**src/sv/sha_pkg.sv**
```systemverilog
// Package with SHA-256 constants, round functions and shared types.
`timescale 1ns / 1ps
package sha_pkg;

    localparam int unsigned QUEUE_DEPTH = 4;
    localparam int unsigned QPTR_W      = 2;

    // One queue entry passed from the front end to the core
    typedef struct packed {
        logic [7:0] data_byte;
        logic       byte_present;
        logic       is_last;
    } t_entry;

    localparam logic [255:0] INIT_HASH = {
        32'h6a09e667, 32'hbb67ae85, 32'h3c6ef372, 32'ha54ff53a,
        32'h510e527f, 32'h9b05688c, 32'h1f83d9ab, 32'h5be0cd19
    };

    localparam logic [7:0] PAD_BYTE   = 8'h80;
    localparam logic [5:0] LEN_OFFSET = 6'd56;

    function automatic logic [31:0] round_k(input logic [5:0] t);
        logic [31:0] k [0:63];
        k = '{
            32'h428a2f98, 32'h71374491, 32'hb5c0fbcf, 32'he9b5dba5,
            32'h3956c25b, 32'h59f111f1, 32'h923f82a4, 32'hab1c5ed5,
            32'hd807aa98, 32'h12835b01, 32'h243185be, 32'h550c7dc3,
            32'h72be5d74, 32'h80deb1fe, 32'h9bdc06a7, 32'hc19bf174,
            32'he49b69c1, 32'hefbe4786, 32'h0fc19dc6, 32'h240ca1cc,
            32'h2de92c6f, 32'h4a7484aa, 32'h5cb0a9dc, 32'h76f988da,
            32'h983e5152, 32'ha831c66d, 32'hb00327c8, 32'hbf597fc7,
            32'hc6e00bf3, 32'hd5a79147, 32'h06ca6351, 32'h14292967,
            32'h27b70a85, 32'h2e1b2138, 32'h4d2c6dfc, 32'h53380d13,
            32'h650a7354, 32'h766a0abb, 32'h81c2c92e, 32'h92722c85,
            32'ha2bfe8a1, 32'ha81a664b, 32'hc24b8b70, 32'hc76c51a3,
            32'hd192e819, 32'hd6990624, 32'hf40e3585, 32'h106aa070,
            32'h19a4c116, 32'h1e376c08, 32'h2748774c, 32'h34b0bcb5,
            32'h391c0cb3, 32'h4ed8aa4a, 32'h5b9cca4f, 32'h682e6ff3,
            32'h748f82ee, 32'h78a5636f, 32'h84c87814, 32'h8cc70208,
            32'h90befffa, 32'ha4506ceb, 32'hbef9a3f7, 32'hc67178f2
        };
        return k[t];
    endfunction

    function automatic logic [31:0] ror(input logic [31:0] x, input int unsigned n);
        return (x >> n) | (x << (32 - n));
    endfunction

    function automatic logic [31:0] big_s0(input logic [31:0] x);
        return ror(x, 2) ^ ror(x, 13) ^ ror(x, 22);
    endfunction

    function automatic logic [31:0] big_s1(input logic [31:0] x);
        return ror(x, 6) ^ ror(x, 11) ^ ror(x, 25);
    endfunction

    function automatic logic [31:0] small_s0(input logic [31:0] x);
        return ror(x, 7) ^ ror(x, 18) ^ (x >> 3);
    endfunction

    function automatic logic [31:0] small_s1(input logic [31:0] x);
        return ror(x, 17) ^ ror(x, 19) ^ (x >> 10);
    endfunction

endpackage

```
**src/sv/sha_queue.sv**
```systemverilog
// Short item queue between the input side and the hash core.
`timescale 1ns / 1ps
module sha_queue (
    input  logic            i_clk,
    input  logic            i_rst_n,
    input  logic            i_valid,
    output logic            o_ready,
    input  sha_pkg::t_entry i_entry,
    output logic            o_valid,
    input  logic            i_ready,
    output sha_pkg::t_entry o_entry
);
    sha_pkg::t_entry                r_mem [0:sha_pkg::QUEUE_DEPTH-1];
    logic [sha_pkg::QPTR_W-1:0]     r_wr;
    logic [sha_pkg::QPTR_W-1:0]     r_rd;
    logic [sha_pkg::QPTR_W:0]       r_cnt;
    logic                           w_push;
    logic                           w_pop;

    assign o_ready = (r_cnt != 3'(sha_pkg::QUEUE_DEPTH));
    assign o_valid = (r_cnt != '0);
    assign o_entry = r_mem[r_rd];
    assign w_push  = i_valid && o_ready;
    assign w_pop   = o_valid && i_ready;

    // Store the item at the write pointer
    always_ff @(posedge i_clk) begin
        if (w_push) begin
            r_mem[r_wr] <= i_entry;
        end
    end

    // Advance pointers and count
    always_ff @(posedge i_clk) begin
        if (!i_rst_n) begin
            r_wr  <= '0;
            r_rd  <= '0;
            r_cnt <= '0;
        end else begin
            if (w_push) r_wr <= r_wr + 1'b1;
            if (w_pop)  r_rd <= r_rd + 1'b1;
            r_cnt <= r_cnt + {2'b0, w_push} - {2'b0, w_pop};
        end
    end

    // Count never exceeds depth
    a_cnt_bound: assert property (@(posedge i_clk) disable iff (!i_rst_n)
        r_cnt <= 3'(sha_pkg::QUEUE_DEPTH))
        else $error("queue count overflow");
    // A push with no pop grows the count by one
    a_cnt_push: assert property (@(posedge i_clk) disable iff (!i_rst_n)
        (w_push && !w_pop) |=> r_cnt == $past(r_cnt) + 3'd1)
        else $error("queue count mismatch on push");
    // A pop with no push shrinks the count by one
    a_cnt_pop: assert property (@(posedge i_clk) disable iff (!i_rst_n)
        (w_pop && !w_push) |=> r_cnt == $past(r_cnt) - 3'd1)
        else $error("queue count mismatch on pop");
endmodule

```
**src/sv/sha_core.sv**
```systemverilog
// Hash core: byte buffer, padding sequencer, 64-round compression, digest output.
`timescale 1ns / 1ps
module sha_core (
    input  logic            i_clk,
    input  logic            i_rst_n,
    input  logic            i_valid,
    output logic            o_ready,
    input  sha_pkg::t_entry i_entry,
    output logic            o_valid,
    input  logic            i_ready,
    output logic [63:0]     o_digest_word,
    output logic [1:0]      o_word_index,
    output logic            o_last_word
);
    typedef enum logic [2:0] {
        ST_TAKE, ST_PAD, ST_LOAD, ST_ROUND, ST_ADD, ST_OUT
    } t_state;

    t_state         r_state;
    logic [31:0]    r_buf [0:15];
    logic [5:0]     r_fill;
    logic [63:0]    r_len;
    logic [255:0]   r_hash;
    logic [31:0]    r_w [0:15];
    logic [31:0]    r_a, r_b, r_c, r_d, r_e, r_f, r_g, r_h;
    logic [5:0]     r_rnd;
    logic           r_final;   // compression in flight belongs to the ending message
    logic           r_pad80;   // the 0x80 pad byte is still to be placed
    logic           r_nolen;   // this block is zero filled, the length goes in the next
    logic [1:0]     r_idx;
    logic           r_ovalid;

    logic [31:0]    w_wt;
    logic [31:0]    w_new;
    logic [31:0]    w_t1;
    logic [31:0]    w_t2;
    logic [7:0]     w_pbyte;
    logic [31:0]    w_merged;

    assign o_ready       = (r_state == ST_TAKE);
    assign o_valid       = r_ovalid;
    assign o_digest_word = r_hash[255 - 64*r_idx -: 64];
    assign o_word_index  = r_idx;
    assign o_last_word   = (r_idx == 2'd3);

    // Schedule word: shift register holds the last 16 words
    assign w_new = sha_pkg::small_s1(r_w[14]) + r_w[9] + sha_pkg::small_s0(r_w[1]) + r_w[0];
    assign w_wt  = (r_rnd < 6'd16) ? r_w[r_rnd[3:0]] : w_new;
    assign w_t1  = r_h + sha_pkg::big_s1(r_e) + ((r_e & r_f) ^ (~r_e & r_g)) +
                   sha_pkg::round_k(r_rnd) + w_wt;
    assign w_t2  = sha_pkg::big_s0(r_a) + ((r_a & r_b) ^ (r_a & r_c) ^ (r_b & r_c));

    // Byte written into the buffer word at the fill position
    always_comb begin
        w_pbyte = '0;
        if (r_state == ST_TAKE) begin
            w_pbyte = i_entry.data_byte;
        end else if (r_pad80) begin
            w_pbyte = sha_pkg::PAD_BYTE;
        end else if (r_fill >= sha_pkg::LEN_OFFSET && !r_nolen) begin
            w_pbyte = r_len[63 - 8*(r_fill - sha_pkg::LEN_OFFSET) -: 8];
        end
        w_merged = r_buf[r_fill[5:2]];
        w_merged[31 - 8*r_fill[1:0] -: 8] = w_pbyte;
    end

    // Sequence item intake, padding, compression and digest output
    always_ff @(posedge i_clk) begin
        if (!i_rst_n) begin
            r_state  <= ST_TAKE;
            r_fill   <= '0;
            r_len    <= '0;
            r_hash   <= sha_pkg::INIT_HASH;
            r_final  <= 1'b0;
            r_pad80  <= 1'b0;
            r_nolen  <= 1'b0;
            r_idx    <= '0;
            r_ovalid <= 1'b0;
        end else begin
            case (r_state)
                ST_TAKE: begin
                    if (i_valid) begin
                        if (i_entry.byte_present) begin
                            r_buf[r_fill[5:2]] <= w_merged;
                            r_fill <= r_fill + 6'd1;
                            r_len  <= r_len + 64'd1;
                        end
                        r_final <= i_entry.is_last;
                        r_pad80 <= i_entry.is_last;
                        r_nolen <= 1'b0;
                        if (i_entry.byte_present && r_fill == 6'd63) begin
                            r_state <= ST_LOAD;
                        end else if (i_entry.is_last) begin
                            r_state <= ST_PAD;
                        end
                    end
                end
                ST_PAD: begin
                    // Place 0x80 if due, then zeros, then the bit length at the tail unless r_nolen is set
                    r_buf[r_fill[5:2]] <= w_merged;
                    r_fill <= r_fill + 6'd1;
                    if (r_pad80) begin
                        r_pad80 <= 1'b0;
                        r_len   <= {r_len[60:0], 3'b000};
                        r_nolen <= (r_fill >= sha_pkg::LEN_OFFSET);
                    end
                    if (r_fill == 6'd63) r_state <= ST_LOAD;
                end
                ST_LOAD: begin
                    for (int i = 0; i < 16; i++) r_w[i] <= r_buf[i];
                    {r_a, r_b, r_c, r_d, r_e, r_f, r_g, r_h} <= r_hash;
                    r_rnd   <= '0;
                    r_fill  <= '0;
                    r_state <= ST_ROUND;
                end
                ST_ROUND: begin
                    r_h <= r_g; r_g <= r_f; r_f <= r_e; r_e <= r_d + w_t1;
                    r_d <= r_c; r_c <= r_b; r_b <= r_a; r_a <= w_t1 + w_t2;
                    if (r_rnd >= 6'd16) begin
                        for (int i = 0; i < 15; i++) r_w[i] <= r_w[i+1];
                        r_w[15] <= w_new;
                    end
                    r_rnd <= r_rnd + 6'd1;
                    if (r_rnd == 6'd63) r_state <= ST_ADD;
                end
                ST_ADD: begin
                    r_hash <= {r_hash[255:224] + r_a, r_hash[223:192] + r_b,
                               r_hash[191:160] + r_c, r_hash[159:128] + r_d,
                               r_hash[127:96]  + r_e, r_hash[95:64]   + r_f,
                               r_hash[63:32]   + r_g, r_hash[31:0]    + r_h};
                    if (r_final && (r_pad80 || r_nolen)) begin
                        // full last block done, or 0x80 overflowed: pad a new block
                        r_state <= ST_PAD;
                        r_nolen <= 1'b0;
                    end else if (r_final) begin
                        r_state  <= ST_OUT;
                        r_idx    <= '0;
                        r_ovalid <= 1'b1;
                    end else begin
                        r_state <= ST_TAKE;
                    end
                end
                ST_OUT: begin
                    if (i_ready) begin
                        r_idx <= r_idx + 2'd1;
                        if (r_idx == 2'd3) begin
                            r_ovalid <= 1'b0;
                            r_hash   <= sha_pkg::INIT_HASH;
                            r_len    <= '0;
                            r_final  <= 1'b0;
                            r_state  <= ST_TAKE;
                        end
                    end
                end
                default: r_state <= ST_TAKE;
            endcase
        end
    end

    // Output valid only while presenting the digest
    a_out_state: assert property (@(posedge i_clk) disable iff (!i_rst_n)
        r_ovalid |-> r_state == ST_OUT)
        else $error("digest valid outside output state");
    // Intake closed while compressing
    a_no_take: assert property (@(posedge i_clk) disable iff (!i_rst_n)
        (r_state == ST_ROUND) |-> !o_ready)
        else $error("ready during rounds");
    // Round counter wraps into the add step
    a_round_end: assert property (@(posedge i_clk) disable iff (!i_rst_n)
        (r_state == ST_ROUND && r_rnd == 6'd63) |=> r_state == ST_ADD)
        else $error("round sequence broken");
endmodule

```
**src/sv/sha256_stream_hash.sv**
```systemverilog
// Top level of the streaming SHA-256 hasher.
//
// Usage: present one item per handshake on the input channel (i_valid /
// o_ready) with i_data_byte, i_byte_present and i_is_last. Bytes are packed
// into 64-byte blocks; each full block runs 64 rounds, one round per cycle
// in a single shared round unit, plus a load step and an add step.
// The core accepts no bytes while it compresses a block, so sustained
// throughput is set by the round loop.
// A four-entry queue in front of the core lets the sender run ahead while
// the core compresses.
// On an item with i_is_last the core pads the message (up to 72 pad bytes
// over two blocks) and runs one or two compressions, then
// offers four 64-bit digest words on o_valid / i_ready, word 0 first,
// o_last_word on word 3.
// If the receiver stalls, the current digest word holds and intake waits.
// After the last word the chaining value returns to the initial value.
// Reset (i_rst_n low, synchronous) empties the queue and starts a new
// message.
`timescale 1ns / 1ps
module sha256_stream_hash (
    input  logic        i_clk,
    input  logic        i_rst_n,
    input  logic        i_valid,
    output logic        o_ready,
    input  logic [7:0]  i_data_byte,
    input  logic        i_byte_present,
    input  logic        i_is_last,
    output logic        o_valid,
    input  logic        i_ready,
    output logic [63:0] o_digest_word,
    output logic [1:0]  o_word_index,
    output logic        o_last_word
);
    sha_pkg::t_entry w_in;
    sha_pkg::t_entry w_q;
    logic            w_qvalid;
    logic            w_qready;

    assign w_in.data_byte    = i_data_byte;
    assign w_in.byte_present = i_byte_present;
    assign w_in.is_last      = i_is_last;

    // Buffer items ahead of the core
    sha_queue u_queue (
        .i_clk   (i_clk),
        .i_rst_n (i_rst_n),
        .i_valid (i_valid),
        .o_ready (o_ready),
        .i_entry (w_in),
        .o_valid (w_qvalid),
        .i_ready (w_qready),
        .o_entry (w_q)
    );

    // Hash items and deliver the digest
    sha_core u_core (
        .i_clk         (i_clk),
        .i_rst_n       (i_rst_n),
        .i_valid       (w_qvalid),
        .o_ready       (w_qready),
        .i_entry       (w_q),
        .o_valid       (o_valid),
        .i_ready       (i_ready),
        .o_digest_word (o_digest_word),
        .o_word_index  (o_word_index),
        .o_last_word   (o_last_word)
    );
endmodule

```
**config.mk**
```make
export PLATFORM = sky130hd
export DESIGN_NAME = sha256_stream_hash
export DESIGN_NICKNAME = d
export VERILOG_FILES = /design/src/sv/sha_pkg.sv /design/src/sv/sha_queue.sv /design/src/sv/sha_core.sv /design/src/sv/sha256_stream_hash.sv
export SDC_FILE = /design/constraint.sdc
export NUM_CORES = 2
export LEC_CHECK = 0
export ABC_AREA = 1
export ABC_CLOCK_PERIOD_IN_PS = 16800
export BUFFER_PORTS_ARGS = -buffer_cell sky130_fd_sc_hd__buf_2
export CAP_MARGIN = 20
export CORE_MARGIN = 5
export CORE_UTILIZATION = 25
export DETAILED_ROUTE_END_ITERATION = 10
export REMOVE_ABC_BUFFERS = 1
export SLEW_MARGIN = 20
export SYNTH_ARGS = -nofsm -noshare
export SYNTH_HDL_FRONTEND = slang
export SYNTH_SLANG_ARGS = --single-unit
```
**constraint.sdc**
```tcl
create_clock -name i_clk -period 16.8 [get_ports i_clk]
set_input_delay 2.52 -clock i_clk [delete_from_list [all_inputs] [get_ports i_clk]]
set_output_delay 2.52 -clock i_clk [all_outputs]
set_load 0.01 [all_outputs]
```
======== After elaboration in Yosys (flattened, before gate mapping) ========
Memories as Yosys holds them, arrays and structs flattened. A register that Yosys moved wholly into a read port is not among the register bits.
Index checks and enable logic that the tools add are counted.
Widths: inputs -> output; s select.
storage, ports and cells
  bits in writable memories ............... 1064
  output and inout port bits .............. 69
  bits in registers ....................... 604
  bits in read-only memories .............. 2048
  word-level logic and storage cells ...... 248
  memories kept ........................... 4
memory list
  name             words  bits a word  read ports  clocked after memory_dff  write ports  RTL line         text
  (no name shown)  64     32           1           0                         0            sha_pkg.sv:43    return k[t];
  u_core.r_buf     16     32           17          1                         1            sha_core.sv:20   logic [31:0] r_buf [0:15];
  u_core.r_w       16     32           17          1                         16           sha_core.sv:24   logic [31:0] r_w [0:15];
  u_queue.r_mem    4      10           1           1                         1            sha_queue.sv:13  sha_pkg::t_entry r_mem [0:sha_pkg::QUEUE_DEPTH-1];
operators by class
  shift operators ......................... 4
  order comparisons ....................... 4
  $add $sub $neg .......................... 31
  equality and inequality tests ........... 20
  bitwise gates (word level) .............. 45
  reductions and logical operators ........ 26
  multiplexer cells ....................... 93
operators with widths
  cell                     number
  $mux 32                  20
  $add 32x32->32           18
  $mux 256                 2
  $pmux 256 s2             1
  $pmux 32 s2              8
  $mux 64                  5
  $shiftx 319x33->64       1
  $xor 32x32->32           9
  $pmux 64 s3              1
  $and 32x32->32           5
  $shiftx 71x33->8         1
  $add 64x1->64 const B    1
  $shift 8x34->39 const A  1
  $shiftx 8x34->39         1
  $neg 32->34              1
  $bwmux 32                1
  $not 32->32              1
  $or 10x32->32            1
  $or 13x32->32            1
  $or 14x32->32            1
  $or 15x32->32            1
  $or 19x32->32            1
  $or 21x32->32            1
  $or 25x32->32            1
  other kinds (51)         139

======== Logic depth before layout (Yosys ltp) ========
An unclocked memory read counts as a cell.
  depth in word-level cells ............... 11
  depth in mapped cells ................... 45
  depth with buffers taken out ............ 45

======== Cells and area by module ========
From an unflattened synthesis, not the netlist that was laid out.
second synthesis, totals
  cells, all modules ...................... 13116
  area total of the unflattened synthesis .. 107600.7 µm²
modules (own cells, without submodules)
  module     area each (µm²)  sequential area each (µm²)  times used  cells each
  sha_core   105641.3         45483.6                     1           12954
  sha_queue  1959.4           1381.3                      1           162

======== Worst setup path after synthesis ========
OpenSTA, ideal clock, no wires.
  kind .................................... input-to-reg
  start ................................... input port i_rst_n
  end ..................................... memory u_core.r_w[0][0] (enable)
  cell stages on the path ................. 7
  setup time .............................. 3.663 ns
  path buffers ............................ 3
  arrival time ............................ 11.817 ns
  data required time ...................... 13.137 ns
  setup slack ............................. 1.320 ns
  cell sequence ........................... clkbuf_1 inv_1 nor2_1 inv_1 clkbuf_1 clkbuf_1 nand2_1
RTL lines
  what         RTL line                  text
  from (decl)  sha256_stream_hash.sv:22  input logic i_rst_n,
  to (decl)    sha_core.sv:24

==> run summary <==
The first global-routing pass estimated between 600 and 700 mm of wire. The cell count along the critical path came out at between 40 and 50. The die is around 670 um wide. The path depth of the worst reg2reg path came out at between 40 and 50. The I/O pin total is a little over 80.

STA classifies the critical path startpoint as a flop. The cell count after synthesis came out at around 13,000. The overall overflow remaining after global route came out at 0. The most numerous cell type found on the critical path is sky130_fd_sc_hd__nand2_1. The delay of the slowest cell on the worst path is around 0.6 ns. The worst-skew pair later-pin latency came out at between 0.9 and 1 ns. TritonCTS built the clock tree. The estimated wirelength of the detail-placed design came out at 348 mm. The chip height is about 670 um. Counting along the longest clock path gives a buffer depth of 4. The via count of the first global-routing pass came out at 91,160. The sink count of the clock tree came out at 1,678. For this run, the number of Yosys warnings is 0.

The run finished with clean final reports. The critical path's top delay family is adder cells. The total of hold buffers inserted after clock tree synthesis is 0. The congestion estimate from routability-driven global placement came to between 0.9 and 1. The effective utilization at floorplan came out at around a quarter. The deepest level of the CTS H-tree came out at 4. The routed design has around 480 mm of wire.

The post-route setup TNS came out at 0 ns. For this run, asynchronously set or reset flops after synthesis account for 0%. The wire length per cell is between 20 and 30 um. The total placed cells including tap cells came out at roughly 18,000. Excluding fillers, the count of instances in the completed layout stands at 18,584. The share of post-route cells with drive strength above 1 came out at 6.80%. The detailed router placed roughly 98,000 vias in this run. The average instance in the mapped netlist occupies around 8.3 sq um. At the worst endpoint, the required time is about 17 ns. The normalized max-slew margin is between 15 and 20%.

The first-pass iteration count of the detailed router came out at 7. The number of gates resized after CTS was 0. The count of final hold-check violations is 0.

After synthesis, flip-flops and latches occupy a little over two fifths of the total area. The residual antenna-violating net count after detailed routing came out at 0. The kind of end point of the critical path is a flop. The critical path is of the reg2reg type. The final net count came out at ~13,000. The mean number of vias per cell is around 5.3. The filler cell count came out at 46,324. The post-route cell area is between 100,000 and 150,000 sq um. The pin slew with the least headroom to its limit came out at ~1.3 ns. The prevailing post-synth register cell is sky130_fd_sc_hd__edfxtp_1. The synthesis-to-finish area growth came out at 11.6%.

The tightest hold margin came out at around 0.47 ns. The fraction of the cycle the final worst path needs came out at between 60 and 70%. The worst min-delay path class is reg2reg. The total setup violations reported at the end of the flow is 0. The post-CTS setup buffer count is 0. The critical path buffer and inverter count came out at 4. The worst clock skew is approximately 0.088 ns. The number of antenna violations at the first check in global routing is 37. The maximum clock frequency came out at 0.0958 GHz. The detailed-route DRC error count is 0.

The distinct cell type count of the synthesized netlist came out at 79. The placement row count came out at about 240. The number of buffers inserted by port buffering came out at about 80.

The cell at the root of the clock tree is sky130_fd_sc_hd__clkbuf_16. In this run the standard cell core region covers between 400,000 and 500,000 sq um. The clock edge transition at the registers on the reported setup and hold paths is ~0.060 ns. Once placement finished, the instance area stood at 114,000 sq um. After synthesis the netlist holds a flip-flop and latch count of roughly 1,700. Global routing consumed, over all layers together, about a fifth of the routing resources. Setup repair after global routing left no endpoint under its margin. The number of stages on the worst hold path came out at 2.

After synthesis the cells add up to 108,000 sq um. The first routing iteration left about 13,000 violations. Leaving out fill and tap cells, the most frequent cells in the layout are sky130_fd_sc_hd__nand2_1 (2,628), sky130_fd_sc_hd__o21ai_0 (1,590), sky130_fd_sc_hd__inv_1 (1,326), sky130_fd_sc_hd__edfxtp_1 (1,326), sky130_fd_sc_hd__a21oi_1 (1,070). The number of max-cap violations is 0. The highest net fanout along the worst path came out at 5. The number of pins exceeding their max-slew limit in the final report came out at 0. The overall die area is 444,000 sq um. Buffers inserted during clock tree synthesis total 190.

The slowest stage of the critical path is the sky130_fd_sc_hd__xor2_1 cell. The maximum number of pins on one net before global-route repair is about 180. The arrival time at the worst endpoint came out at ~11 ns. The most common cell after layout, fill and taps aside is sky130_fd_sc_hd__nand2_1.

The shortest clock period the worst path allows after layout is 10.43 ns. The count of flip-flops with a built-in enable after synthesis is 1,326.
sequential cells by signal, summed over array words and instances, names as in the netlist, 2 cells and up, named ones only:
register	flops
u_core.r_a	32
u_core.r_h	32
u_core.r_w	512
u_core.o_word_index	2
u_core.r_b	32
u_core.r_buf	512
u_core.r_d	32
u_core.r_state	3
u_core.r_hash	256
u_queue.r_mem	40
u_core.r_len	64
u_core.r_g	32
u_queue.r_cnt	3
u_queue.r_wr	2
u_core.r_rnd	6
u_core.r_e	32
u_core.r_fill	6
u_core.r_f	32
u_queue.r_rd	2
u_core.r_c	32
tightest hold or removal path: cells and delay by family, from the launching register on:
family / cells / cell delay (ns)
AOI/OAI and AO/OA: 1 / 0.07
DFF: 1 / 0.30
buffers and inverters: 1 / 0.05
through the flow:
stage | util (%) | setup WS (ns)
final | 27.9 | 6.37
after global routing | 27.9 | 5.80
after CTS | 27.9 | 6.50
after detailed placement | 26.5 | 6.62
after global placement | 26.5 | 6.55
after floorplan | - | -21.34
final cells by class:
| class | instances | area (sq um) | area share [%] |
|---|---|---|---|
| clock inverters | 92 | 872 | 0.726 |
| well taps | 5710 | 7140 | 5.95 |
| flip-flops and latches | 1678 | 46900 | 39.0 |
| repair buffers | 243 | 1690 | 1.40 |
| diodes | 15 | 37.5 | 0.0312 |
| clock buffers | 249 | 5060 | 4.21 |
| multi-input cells | 9240 | 53300 | 44.4 |
| inverters | 1357 | 5140 | 4.28 |
path summary, 6_finish.rpt:
kind	start	end	slack, ns
max	u_core.r_w[1][8]	u_core.r_a[31]	6.37
min	u_queue.r_rd[1]	u_queue.r_rd[1]	0.47
max reg2reg	u_core.r_w[1][8]	u_core.r_a[31]	6.37
min reg2reg	u_queue.r_rd[1]	u_queue.r_rd[1]	0.47
routing by layer:
metal | up-vias | global-route usage, % | routed length, um
met5 | - | 0 | 170
met4 | 24 | 10.2 | 27500
met3 | 977 | 2.93 | 42600
met2 | 5187 | 32.3 | 212000
met1 | 47671 | 27.4 | 194000
li1 | 44041 | - | -
cell families (layout without fill, tap and decap cells):
| logic type | Yosys count | after routing | synth area share, % |
|---|---|---|---|
| AO/OA/AOI/OAI | 3448 | 3448 | 17.9 |
| XOR/XNOR | 421 | 421 | 3.42 |
| adder cells (fa/ha/maj) | 626 | 626 | 8.61 |
| buffers and inverters | 2012 | 1941 | 7.22 |
| flip-flops | 1678 | 1678 | 43.5 |
| multiplexers | 162 | 162 | 1.69 |
| other | 0 | 15 | 0 |
| AND/OR/NAND/NOR | 4583 | 4583 | 17.6 |
synth_stat cells (102+ instances only):
master,instances,area share (%)
sky130_fd_sc_hd__a21oi_1,1072,5.0
sky130_fd_sc_hd__buf_2,156,0.73
sky130_fd_sc_hd__clkbuf_1,437,1.5
sky130_fd_sc_hd__dfxtp_1,352,6.5
sky130_fd_sc_hd__edfxtp_1,1326,37
sky130_fd_sc_hd__fa_1,196,3.6
sky130_fd_sc_hd__ha_1,415,4.8
sky130_fd_sc_hd__inv_1,1334,4.7
sky130_fd_sc_hd__mux2_2,158,1.7
sky130_fd_sc_hd__nand2_1,2631,9.2
sky130_fd_sc_hd__nand3_1,650,3.0
sky130_fd_sc_hd__nor2_1,933,3.3
sky130_fd_sc_hd__nor3_1,119,0.55
sky130_fd_sc_hd__o211ai_1,113,0.79
sky130_fd_sc_hd__o21ai_0,1598,7.4
sky130_fd_sc_hd__o221ai_1,102,0.83
sky130_fd_sc_hd__o22ai_1,129,0.75
sky130_fd_sc_hd__xnor2_1,175,1.4
sky130_fd_sc_hd__xor2_1,246,2.0
Power is left out: the tool's default activity adds up to more than one toggle a clock period on the data nets, which glitch-free logic cannot reach.
